--- src/hw/rtl/ple_pkg.sv ---
// ----------------------------------------------------------------------------
// ple_pkg
// Shared sizes and command codes for the positional list engine.
// ----------------------------------------------------------------------------
`default_nettype none

package ple_pkg;

  // List storage
  localparam int unsigned CAPACITY = 64;
  localparam int unsigned ADDR_W   = $clog2(CAPACITY);
  localparam int unsigned CNT_W    = $clog2(CAPACITY + 1);

  // Field widths
  localparam int unsigned CMD_W = 3;
  localparam int unsigned POS_W = 7;
  localparam int unsigned VAL_W = 32;
  localparam int unsigned LEN_W = 7;

  // Common width for position / count compares
  localparam int unsigned CMP_W = ((CNT_W > POS_W) ? CNT_W : POS_W) + 1;

  // Command codes
  typedef enum logic [CMD_W-1:0] {
    CMD_APPEND = 3'd0,
    CMD_INSERT = 3'd1,
    CMD_DELETE = 3'd2,
    CMD_READ   = 3'd3,
    CMD_FIND   = 3'd4
  } cmd_e;

endpackage

`default_nettype wire

--- src/hw/rtl/ple_ram.sv ---
// ----------------------------------------------------------------------------
// ple_ram
// Generic simple dual-port RAM: one write port, one read port, read data
// registered. No reset on the array.
// ----------------------------------------------------------------------------
`default_nettype none

module ple_ram #(
  parameter int unsigned WIDTH = 32,
  parameter int unsigned DEPTH = 64
) (
  input  wire logic                     clk_i,
  input  wire logic                     we_i,
  input  wire logic [$clog2(DEPTH)-1:0] waddr_i,
  input  wire logic [WIDTH-1:0]         wdata_i,
  input  wire logic                     re_i,
  input  wire logic [$clog2(DEPTH)-1:0] raddr_i,
  output logic      [WIDTH-1:0]         rdata_o
);

  logic [WIDTH-1:0] mem_q [DEPTH];
  logic [WIDTH-1:0] rdata_q;

  // write port
  always_ff @(posedge clk_i) begin
    if (we_i) begin
      mem_q[waddr_i] <= wdata_i;
    end
  end

  // registered read port
  always_ff @(posedge clk_i) begin
    if (re_i) begin
      rdata_q <= mem_q[raddr_i];
    end
  end

  assign rdata_o = rdata_q;

endmodule

`default_nettype wire

--- src/hw/rtl/positional_list_engine_unit.sv ---
// ----------------------------------------------------------------------------
// positional_list_engine_unit
// Bounded ordered list with 1-based positions: append, insert, delete, read
// and find. Elements live in one RAM; insert and delete shift entries one per
// cycle through a read/write pipeline, find scans one entry per cycle.
//
//   channel | direction | handshake               | payload
//   --------+-----------+-------------------------+------------------------------
//   in      | request   | in_valid_i / in_stall_o | cmd_i, position_i, value_i
//   out     | result    | out_valid_o/out_stall_i | ok_o, elem_out_o, found_pos_o,
//           |           |                         | list_len_o
//
// Insert and delete walk the shifted entries, and find the scanned entries (up to
//   CAPACITY), through the single RAM read port, one element per cycle; an insert
//   at the tail shifts nothing.
// One request at a time; the next is taken once the result sits in the output
//   register, which may still be waiting on out_stall_i.
// Reset empties the list at once; RAM contents are never cleared.
// ----------------------------------------------------------------------------
`default_nettype none

module positional_list_engine_unit (
  input  wire logic                       clk_i,
  input  wire logic                       rst_ni,
  input  wire logic                       in_valid_i,
  output logic                            in_stall_o,
  input  wire logic [ple_pkg::CMD_W-1:0]  cmd_i,
  input  wire logic [ple_pkg::POS_W-1:0]  position_i,
  input  wire logic signed [ple_pkg::VAL_W-1:0] value_i,
  output logic                            out_valid_o,
  input  wire logic                       out_stall_i,
  output logic                            ok_o,
  output logic signed [ple_pkg::VAL_W-1:0] elem_out_o,
  output logic [ple_pkg::POS_W-1:0]       found_pos_o,
  output logic [ple_pkg::LEN_W-1:0]       list_len_o
);

  import ple_pkg::*;

  typedef enum logic [2:0] {
    ST_IDLE,
    ST_EXEC,
    ST_READ,
    ST_INS_SHIFT,
    ST_INS_PUT,
    ST_DEL_SHIFT,
    ST_FIND,
    ST_DONE
  } state_e;

  state_e             state_q, state_d;
  logic [CMD_W-1:0]   cmd_q, cmd_d;
  logic [POS_W-1:0]   pos_q, pos_d;
  logic [VAL_W-1:0]   val_q, val_d;
  logic [CNT_W-1:0]   count_q, count_d;
  logic [ADDR_W-1:0]  idx_q, idx_d;

  // result staging
  logic               res_ok_q, res_ok_d;
  logic [VAL_W-1:0]   res_elem_q, res_elem_d;
  logic [POS_W-1:0]   res_fpos_q, res_fpos_d;

  // output register
  logic               out_valid_q, out_valid_d;
  logic               ok_q, ok_d;
  logic [VAL_W-1:0]   elem_q, elem_d;
  logic [POS_W-1:0]   fpos_q, fpos_d;
  logic [LEN_W-1:0]   len_q, len_d;

  // RAM ports
  logic               ram_we, ram_re;
  logic [ADDR_W-1:0]  ram_waddr, ram_raddr;
  logic [VAL_W-1:0]   ram_wdata, ram_rdata;

  // position / count helpers
  logic [CMP_W-1:0]   pos_x, cnt_x;
  logic [ADDR_W-1:0]  pos_m1, cnt_m1;
  logic               full, pos_in, ins_ok, out_free;

  assign pos_x    = CMP_W'(pos_q);
  assign cnt_x    = CMP_W'(count_q);
  assign pos_m1   = ADDR_W'(pos_x - CMP_W'(1));
  assign cnt_m1   = ADDR_W'(cnt_x - CMP_W'(1));
  assign full     = (cnt_x >= CMP_W'(CAPACITY));
  assign pos_in   = (pos_x != '0) && (pos_x <= cnt_x);
  assign ins_ok   = !full && (pos_x != '0) && (pos_x <= cnt_x + CMP_W'(1));
  assign out_free = !out_valid_q || !out_stall_i;

  ple_ram #(
    .WIDTH (VAL_W),
    .DEPTH (CAPACITY)
  ) u_ram (
    .clk_i   (clk_i),
    .we_i    (ram_we),
    .waddr_i (ram_waddr),
    .wdata_i (ram_wdata),
    .re_i    (ram_re),
    .raddr_i (ram_raddr),
    .rdata_o (ram_rdata)
  );

  // next-state logic
  always_comb begin
    state_d     = state_q;
    cmd_d       = cmd_q;
    pos_d       = pos_q;
    val_d       = val_q;
    count_d     = count_q;
    idx_d       = idx_q;
    res_ok_d    = res_ok_q;
    res_elem_d  = res_elem_q;
    res_fpos_d  = res_fpos_q;
    out_valid_d = out_valid_q && out_stall_i;
    ok_d        = ok_q;
    elem_d      = elem_q;
    fpos_d      = fpos_q;
    len_d       = len_q;
    ram_we      = 1'b0;
    ram_waddr   = '0;
    ram_wdata   = '0;
    ram_re      = 1'b0;
    ram_raddr   = '0;

    unique case (state_q)
      ST_IDLE: begin
        if (in_valid_i) begin
          cmd_d   = cmd_i;
          pos_d   = position_i;
          val_d   = value_i;
          state_d = ST_EXEC;
        end
      end

      // decode and check the request, start the RAM walk where one is needed
      ST_EXEC: begin
        res_ok_d   = 1'b0;
        res_elem_d = '0;
        res_fpos_d = '0;
        state_d    = ST_DONE;
        case (cmd_q)
          CMD_APPEND: begin
            if (!full) begin
              ram_we    = 1'b1;
              ram_waddr = ADDR_W'(count_q);
              ram_wdata = val_q;
              count_d   = count_q + CNT_W'(1);
              res_ok_d  = 1'b1;
            end
          end
          CMD_INSERT: begin
            if (ins_ok) begin
              if (pos_x == cnt_x + CMP_W'(1)) begin
                // insert at the tail: nothing to move
                ram_we    = 1'b1;
                ram_waddr = pos_m1;
                ram_wdata = val_q;
                count_d   = count_q + CNT_W'(1);
                res_ok_d  = 1'b1;
              end else begin
                ram_re    = 1'b1;
                ram_raddr = cnt_m1;
                idx_d     = cnt_m1;
                state_d   = ST_INS_SHIFT;
              end
            end
          end
          CMD_DELETE: begin
            if (pos_in) begin
              if (pos_x == cnt_x) begin
                // last element: just drop it
                count_d  = count_q - CNT_W'(1);
                res_ok_d = 1'b1;
              end else begin
                ram_re    = 1'b1;
                ram_raddr = ADDR_W'(pos_x);
                idx_d     = ADDR_W'(pos_x);
                state_d   = ST_DEL_SHIFT;
              end
            end
          end
          CMD_READ: begin
            if (pos_in) begin
              ram_re    = 1'b1;
              ram_raddr = pos_m1;
              state_d   = ST_READ;
            end
          end
          CMD_FIND: begin
            if (count_q != '0) begin
              ram_re    = 1'b1;
              ram_raddr = '0;
              idx_d     = '0;
              state_d   = ST_FIND;
            end
          end
          default: begin
            // unused codes fail with no change
          end
        endcase
      end

      ST_READ: begin
        res_ok_d   = 1'b1;
        res_elem_d = ram_rdata;
        state_d    = ST_DONE;
      end

      // move entry idx up by one, walking down toward the insert point
      ST_INS_SHIFT: begin
        ram_we    = 1'b1;
        ram_waddr = idx_q + ADDR_W'(1);
        ram_wdata = ram_rdata;
        if (idx_q == pos_m1) begin
          state_d = ST_INS_PUT;
        end else begin
          ram_re    = 1'b1;
          ram_raddr = idx_q - ADDR_W'(1);
          idx_d     = idx_q - ADDR_W'(1);
        end
      end

      ST_INS_PUT: begin
        ram_we    = 1'b1;
        ram_waddr = pos_m1;
        ram_wdata = val_q;
        count_d   = count_q + CNT_W'(1);
        res_ok_d  = 1'b1;
        state_d   = ST_DONE;
      end

      // move entry idx down by one, walking up to the tail
      ST_DEL_SHIFT: begin
        ram_we    = 1'b1;
        ram_waddr = idx_q - ADDR_W'(1);
        ram_wdata = ram_rdata;
        if (idx_q == cnt_m1) begin
          count_d  = count_q - CNT_W'(1);
          res_ok_d = 1'b1;
          state_d  = ST_DONE;
        end else begin
          ram_re    = 1'b1;
          ram_raddr = idx_q + ADDR_W'(1);
          idx_d     = idx_q + ADDR_W'(1);
        end
      end

      // linear scan, first match wins
      ST_FIND: begin
        if (ram_rdata == val_q) begin
          res_ok_d   = 1'b1;
          res_fpos_d = POS_W'(CMP_W'(idx_q) + CMP_W'(1));
          state_d    = ST_DONE;
        end else if (idx_q == cnt_m1) begin
          state_d = ST_DONE;
        end else begin
          ram_re    = 1'b1;
          ram_raddr = idx_q + ADDR_W'(1);
          idx_d     = idx_q + ADDR_W'(1);
        end
      end

      // hand the result to the output register once it is free
      ST_DONE: begin
        if (out_free) begin
          out_valid_d = 1'b1;
          ok_d        = res_ok_q;
          elem_d      = res_elem_q;
          fpos_d      = res_fpos_q;
          len_d       = LEN_W'(count_q);
          state_d     = ST_IDLE;
        end
      end

      default: begin
        state_d = ST_IDLE;
      end
    endcase
  end

  // state and registered outputs
  always_ff @(posedge clk_i or negedge rst_ni) begin
    if (!rst_ni) begin
      state_q     <= ST_IDLE;
      cmd_q       <= '0;
      pos_q       <= '0;
      val_q       <= '0;
      count_q     <= '0;
      idx_q       <= '0;
      res_ok_q    <= 1'b0;
      res_elem_q  <= '0;
      res_fpos_q  <= '0;
      out_valid_q <= 1'b0;
      ok_q        <= 1'b0;
      elem_q      <= '0;
      fpos_q      <= '0;
      len_q       <= '0;
    end else begin
      state_q     <= state_d;
      cmd_q       <= cmd_d;
      pos_q       <= pos_d;
      val_q       <= val_d;
      count_q     <= count_d;
      idx_q       <= idx_d;
      res_ok_q    <= res_ok_d;
      res_elem_q  <= res_elem_d;
      res_fpos_q  <= res_fpos_d;
      out_valid_q <= out_valid_d;
      ok_q        <= ok_d;
      elem_q      <= elem_d;
      fpos_q      <= fpos_d;
      len_q       <= len_d;
    end
  end

  assign in_stall_o  = (state_q != ST_IDLE);
  assign out_valid_o = out_valid_q;
  assign ok_o        = ok_q;
  assign elem_out_o  = elem_q;
  assign found_pos_o = fpos_q;
  assign list_len_o  = len_q;

  // checks
  a_count_bound : assert property (@(posedge clk_i) disable iff (!rst_ni)
    cnt_x <= CMP_W'(CAPACITY))
    else $error("list count above capacity");

  a_count_step : assert property (@(posedge clk_i) disable iff (!rst_ni)
    (count_q != $past(count_q)) |->
      (count_q == $past(count_q) + CNT_W'(1)) || (count_q == $past(count_q) - CNT_W'(1)))
    else $error("list count moved by more than one");

  a_write_range : assert property (@(posedge clk_i) disable iff (!rst_ni)
    ram_we |-> (CMP_W'(ram_waddr) <= cnt_x))
    else $error("RAM write beyond list tail");

  a_result_src : assert property (@(posedge clk_i) disable iff (!rst_ni)
    (out_valid_d && !(out_valid_q && out_stall_i)) |-> (state_q == ST_DONE))
    else $error("result loaded outside done state");

endmodule

`default_nettype wire

--- config.mk ---
export PLATFORM = sky130hd
export DESIGN_NAME = positional_list_engine_unit
export DESIGN_NICKNAME = d
export VERILOG_FILES = /design/src/hw/rtl/ple_pkg.sv /design/src/hw/rtl/ple_ram.sv /design/src/hw/rtl/positional_list_engine_unit.sv
export SDC_FILE = /design/constraint.sdc
export NUM_CORES = 2
export LEC_CHECK = 0
export BUFFER_PORTS_ARGS = -buffer_cell sky130_fd_sc_hd__buf_4
export CORE_UTILIZATION = 57
export CTS_BUF_LIST = sky130_fd_sc_hd__clkbuf_16
export DETAILED_ROUTE_END_ITERATION = 8
export PLACE_DENSITY = 0.75
export SLEW_MARGIN = 10
export SYNTH_ARGS = -nofsm -noshare
export SYNTH_HDL_FRONTEND = slang
export SYNTH_SLANG_ARGS = --single-unit
--- constraint.sdc ---
create_clock -name clk_i -period 4.81 [get_ports clk_i]
set_input_delay 0.962 -clock clk_i [delete_from_list [all_inputs] [get_ports clk_i]]
set_output_delay 0.962 -clock clk_i [all_outputs]
set_load 0.05 [all_outputs]
Word-level counts from Yosys, hierarchy flattened
Memory sizes are Yosys's and may differ from the RTL's. A register that Yosys moved wholly into a read port is not among the register bits.
Index checks and enable logic that the tools add are counted.

word-level totals
  logic and storage cells = 167
  memories = 1
  register bits = 146
  RAM bits = 2,048
  output and inout bits = 49
  bits of input ports = 46

operators by class
  reduce and logical (&&, ||, !) cells = 28
  multiplexer cells = 80
  $add $sub $neg = 8
  equal/unequal tests = 33
  magnitude comparators = 3

memories
  name         words  width  read ports  clocked after memory_dff  write ports  line           text
  u_ram.mem_q  64     32     1           1                         1            ple_ram.sv:21  logic [WIDTH-1:0] mem_q [DEPTH];

operators with widths
  operator                                             number
  case mux 32 bit (2 select lines)                     2
  two-way mux 6 bit                                    19
  two-way mux 32 bit                                   3
  case mux 32 bit (3 select lines)                     1
  case mux 6 bit (4 select lines)                      3
  two-way mux 7 bit                                    7
  case mux 7 bit (3 select lines)                      2
  case mux 6 bit (3 select lines)                      2
  equality test 32 bit                                 1
  two-way mux 3 bit                                    8
  != test 3 bit, second input constant                 8
  two-way mux 1 bit                                    21
  case mux 3 bit (7 select lines)                      1
  subtractor 6 x 1 -> 6 bit, second input constant     3
  equality test 3 bit, second input constant           5
  != test 2 bit, second input constant                 7
  case mux 7 bit (2 select lines)                      1
  equality test 3 x 2 -> 1 bit, second input constant  4
  equality test 6 bit                                  2
  case mux 1 bit (4 select lines)                      3
  case mux 3 bit (4 select lines)                      1
  case mux 6 bit (2 select lines)                      1
  AND reduction 9 bit                                  1
  adder 7 x 1 -> 8 bit, second input constant          1
  other kinds (29)                                     45

Longest topological paths before layout
  depth in word-level cells = 9
  gate-level depth with buffers = 21
  gate-level depth less buffers = 16

Cells and area by module
From an unflattened synthesis, not the netlist that was laid out.

second synthesis, totals
  cell total of the unflattened synthesis = 4,296
  area total of the unflattened synthesis = 87,679.1 µm²

by module, submodules not included
  module                       seq. area each (µm²)  instances  area each (µm²)  cells each
  ple_ram                      62,459.9              1          79,359.9         3,511
  positional_list_engine_unit  3,653.5               1          8,319.2          785

Least setup slack after synthesis
No wires, ideal clock.

  path kind = register to register
  from = register count_q[0]
  to = memory u_ram.mem_q[12][0] (enable)
  clock period less this slack = 4,709 ps
  required time = 4,389 ps
  buffers on the path = 0
  setup slack = 101 ps
  arrival = 4,287 ps
  stages on the path, launching flop included = 15
  setup time = 421 ps
  path through = dfrtp_1 > ha_1 > and3_1 > nand3_1 > xnor2_1 > ha_1 > nand2_1 > a211oi_1 > a21oi_1 > o22ai_1 > nor2_1 > nor2_1 > and2_1 > nand2_1 > nor2_1

on the way
  word-level cells in the longest chain between the ends = 9
  elaborated cells between the ends (all ways) = 19
  those cells by class = add/sub (1); order compare (2); eq/ne (1); mux (12); reduce/logical (3)

ends and longest elaborated chain
  element                                                                       line                                text
  from (decl)                                                                   positional_list_engine_unit.sv:55   logic [CNT_W-1:0] count_q, count_d;
  from (signal assigned)                                                        positional_list_engine_unit.sv:302  count_q <= count_d;
  parallel branches: the longest is 9 deep, another holds adder 7 x 1 -> 8 bit  --
  to (decl)                                                                     ple_ram.sv:21

Several ways; the timed one is not identified.

Final worst setup path
  from = register count_q[0]
  to = register u_ram.rdata_q[0], in the netlist u_ram.rdata_o[0] (read register of u_ram.mem_q) (data pin)

on the way
  word-level cells in the longest chain between the ends = 7
  elaborated cells between the ends (all ways) = 32
  those cells by class = add/sub (2); order compare (3); eq/ne (3); mux (19); reduce/logical (5)

ends and longest elaborated chain
  element                                                                       line           text
  parallel branches: the longest is 7 deep, another holds adder 7 x 1 -> 8 bit  --
  to (decl)                                                                     ple_ram.sv:22  logic [WIDTH-1:0] rdata_q;

Several ways; the timed one is not identified.
A chain may end at the register's enable or synchronous reset.

==> results.tsv <==
metric	value	unit
Reg2Reg Capture Point	u_ram.rdata_o[0]	
endpoints failing setup	5	
CTS tree	yes	
Worst-Margin Slew	1.09	ns
residual DRC count	0	
synthesis-to-finish area growth	18.3	%
Site Rows	146	
Post-Syn Instances	5752	
WL final	252	mm
Total Routing Usage GR	30.6	%
drt wl/cell	29.3	um
CP dominant cell by count	buf_12	
status	finished, violations left	
share of the synthesized area in the top cell type	68.6	%
Sink Count	2226	
Worst Setup End Kind	flop	
Synth Flop Type	edfxtp_1	
H-tree Lvls	4	
vias per cell	6.55	
PnR worst setup slack	-0.0549	ns
fin. max-slew vios	0	
synthesized net count	5817	
RD Place Congestion	0.930	
clock buffer depth	3	
R2R cell count	22	
Syn. warnings	0	
Pre-antenna DRT Iters	6	
starting density of the core	57.5	%
Ports	95	
worst skew pair latency	0.85	ns
WP data arrival	5.58	ns
max incr delay on CP	0.55	ns
CP Max Fanout	8	
flop2flop setup slack	-0.05	ns
area occupied by multi-input gates	0.0237	mm2
top cells by area, synth	edfxtp_1, mux2i_1, dfrtp_1, nand2_1, mux4_2	
CP Buf/Inv Count	6	
CP Launch Point	count_q[0]	
Max stage delay cell, worst path	or4_4	
Die Ht	402	um
initial antenna violation count	12	
share of layout cells above drive strength 1	22.7	%
number of flops mapped to enable cells by yosys	2080	
core area	0.158	mm2
storage element area	0.0661	mm2
antenna viol nets, final	0	
ys async rst share	6.56	%
worst r2r src	count_q[0]	
sequential area share after synthesis	72.6	%
synthesized cell area	0.0910	mm2
most frequent cell after synthesis	edfxtp_1	
Die X	402	um
grt total ovfl	0	
fin area	0.108	mm2
Crit path max-delay family	compound AO/OA/AOI/OAI gates	
failing checks	setup timing	
Yosys reg bits	2226	
Worst slew margin	27.4	%
NumNets Final	6421	
DIE AREA	0.161	mm2
CTS root buffer	clkbuf_16	
Via Count	56400	
Hold WS	0.190	ns
Final Util	68.0	%
number of global-route vias before repair	55100	
CP required	5.52	ns
top cell types by occurrence after synthesis	edfxtp_1, nand2_1, mux2i_1	
cts bufs inserted	209	
Layout fillers	9856	
first-pass GRT wire length	361	mm
startpoint types	flop	
setup TNS	-0.125	ns
Mean Syn Cell Area	15.8	um2
final setup skew	0.0517	ns
largest net degree at the start of global routing	90	
Tcrit/Tclk final	101	%
RSZ-0062 raised after global routing	yes	
Fin. Hold Viols	0	
DP Area	0.0998	mm2
Max-Cap Viols	0	
port buffer count	94	
leading area contributor after synthesis	edfxtp_1	
clk slew on worst S/H paths	0.06	ns
crit-path cells	ha_2, and3_4, nand3_2, xnor2_2, ha_1, a311o_1, a211oi_2, a311oi_2, or4_4, o32a_4, buf_4, o311ai_4, buf_12, buf_12, buf_8, buf_12, nand2_2, a311oi_2, a22oi_1, o211ai_1, buf_4, o211a_1	
Hold Crit Class	in -> async	
library cells used by synthesis	89	
Starting DRT DRC Count	7946	
minimum clock period after layout	4.86	ns
kind of critical path	reg -> reg	
Max Freq	206	MHz
hpwl dp	151	mm
==> worst max-delay path by stage <==
stage | endpoint | cells after the start
floorplan | u_ram.mem_q[12][0] | 14
global placement | u_ram.rdata_o[10] | 20
detailed placement | u_ram.rdata_o[10] | 20
CTS | u_ram.rdata_o[20] | 19
global route | u_ram.rdata_o[0] | 22
finish | u_ram.rdata_o[0] | 22
==> cell families (layout without fill, tap and decap cells) <==
logic type / Yosys count / after routing / synth area share (%)
compound gates: 769 / 770 / 6.20
mux: 830 / 830 / 11.0
other cells: 0 / 2 / 0
xor+xnor: 75 / 75 / 0.760
fa+ha+maj: 19 / 19 / 0.261
flops: 2226 / 2226 / 72.6
buf+inv: 458 / 1238 / 2.64
simple gates: 1375 / 1376 / 6.56
==> flip-flops by register name, indices dropped and copies added, names as in the netlist, 6 cells and up <==
register       cells
u_ram.mem_q     2048
elem_out_o        32
res_elem_q        32
u_ram.rdata_o     32
val_q             32
count_q            7
found_pos_o        7
list_len_o         7
pos_q              7
res_fpos_q         7
idx_q              6
==> metrics by stage <==
stage | cells | setup slack (ns)
2_1_floorplan | 5752 | 0.101
4_1_cts | 8570 | -0.0329
6_report | 8608 | -0.0549
3_5_place_dp | 8169 | -0.222
5_1_grt | 8606 | -0.198
3_3_place_gp | 8169 | -0.237
==> metal layers <==
metal,wire (um),track usage (%)
met1,93000,41.6
met3,29700,5.68
met5,48,0
met2,117000,48.0
met4,12700,14.5
==> layout by cell type (no fill, tap or decap), types with 69 or more instances in the layout <==
master     count
a31oi_1      124
edfxtp_1    2080
mux2_2        81
mux4_2       125
buf_4        554
inv_1        136
mux2i_1      618
buf_12       173
o21ai_0       93
nand3_1      262
nor2_4        69
dfrtp_1      146
clkbuf_16    220
nand2_1      842
a311oi_1      84
==> area by class of cell <==
type,count,share of cell area [%]
flip-flops and latches,2226,61.4
diodes,2,0.00465
clock buffers,211,4.90
well taps,2072,2.41
inverters,87,0.303
multi-input cells,3070,22.0
repair buffers,762,7.70
clock inverters,178,1.33
==> what timing repair did <==
| item | 4_1_cts | 5_1_grt |
|---|---|---|
| hold buffers | 0 | 0 |
| endpoints found under the setup margin | 25 | 32 |
| resized for setup | 15 | 122 |
| pin swaps | 5 | 38 |
| buffers inserted | 8 | 27 |
| gates cloned | 4 | 12 |
Power is not shown: default switching activity piles up to over one toggle a cycle in this logic, so the estimate is an artifact.
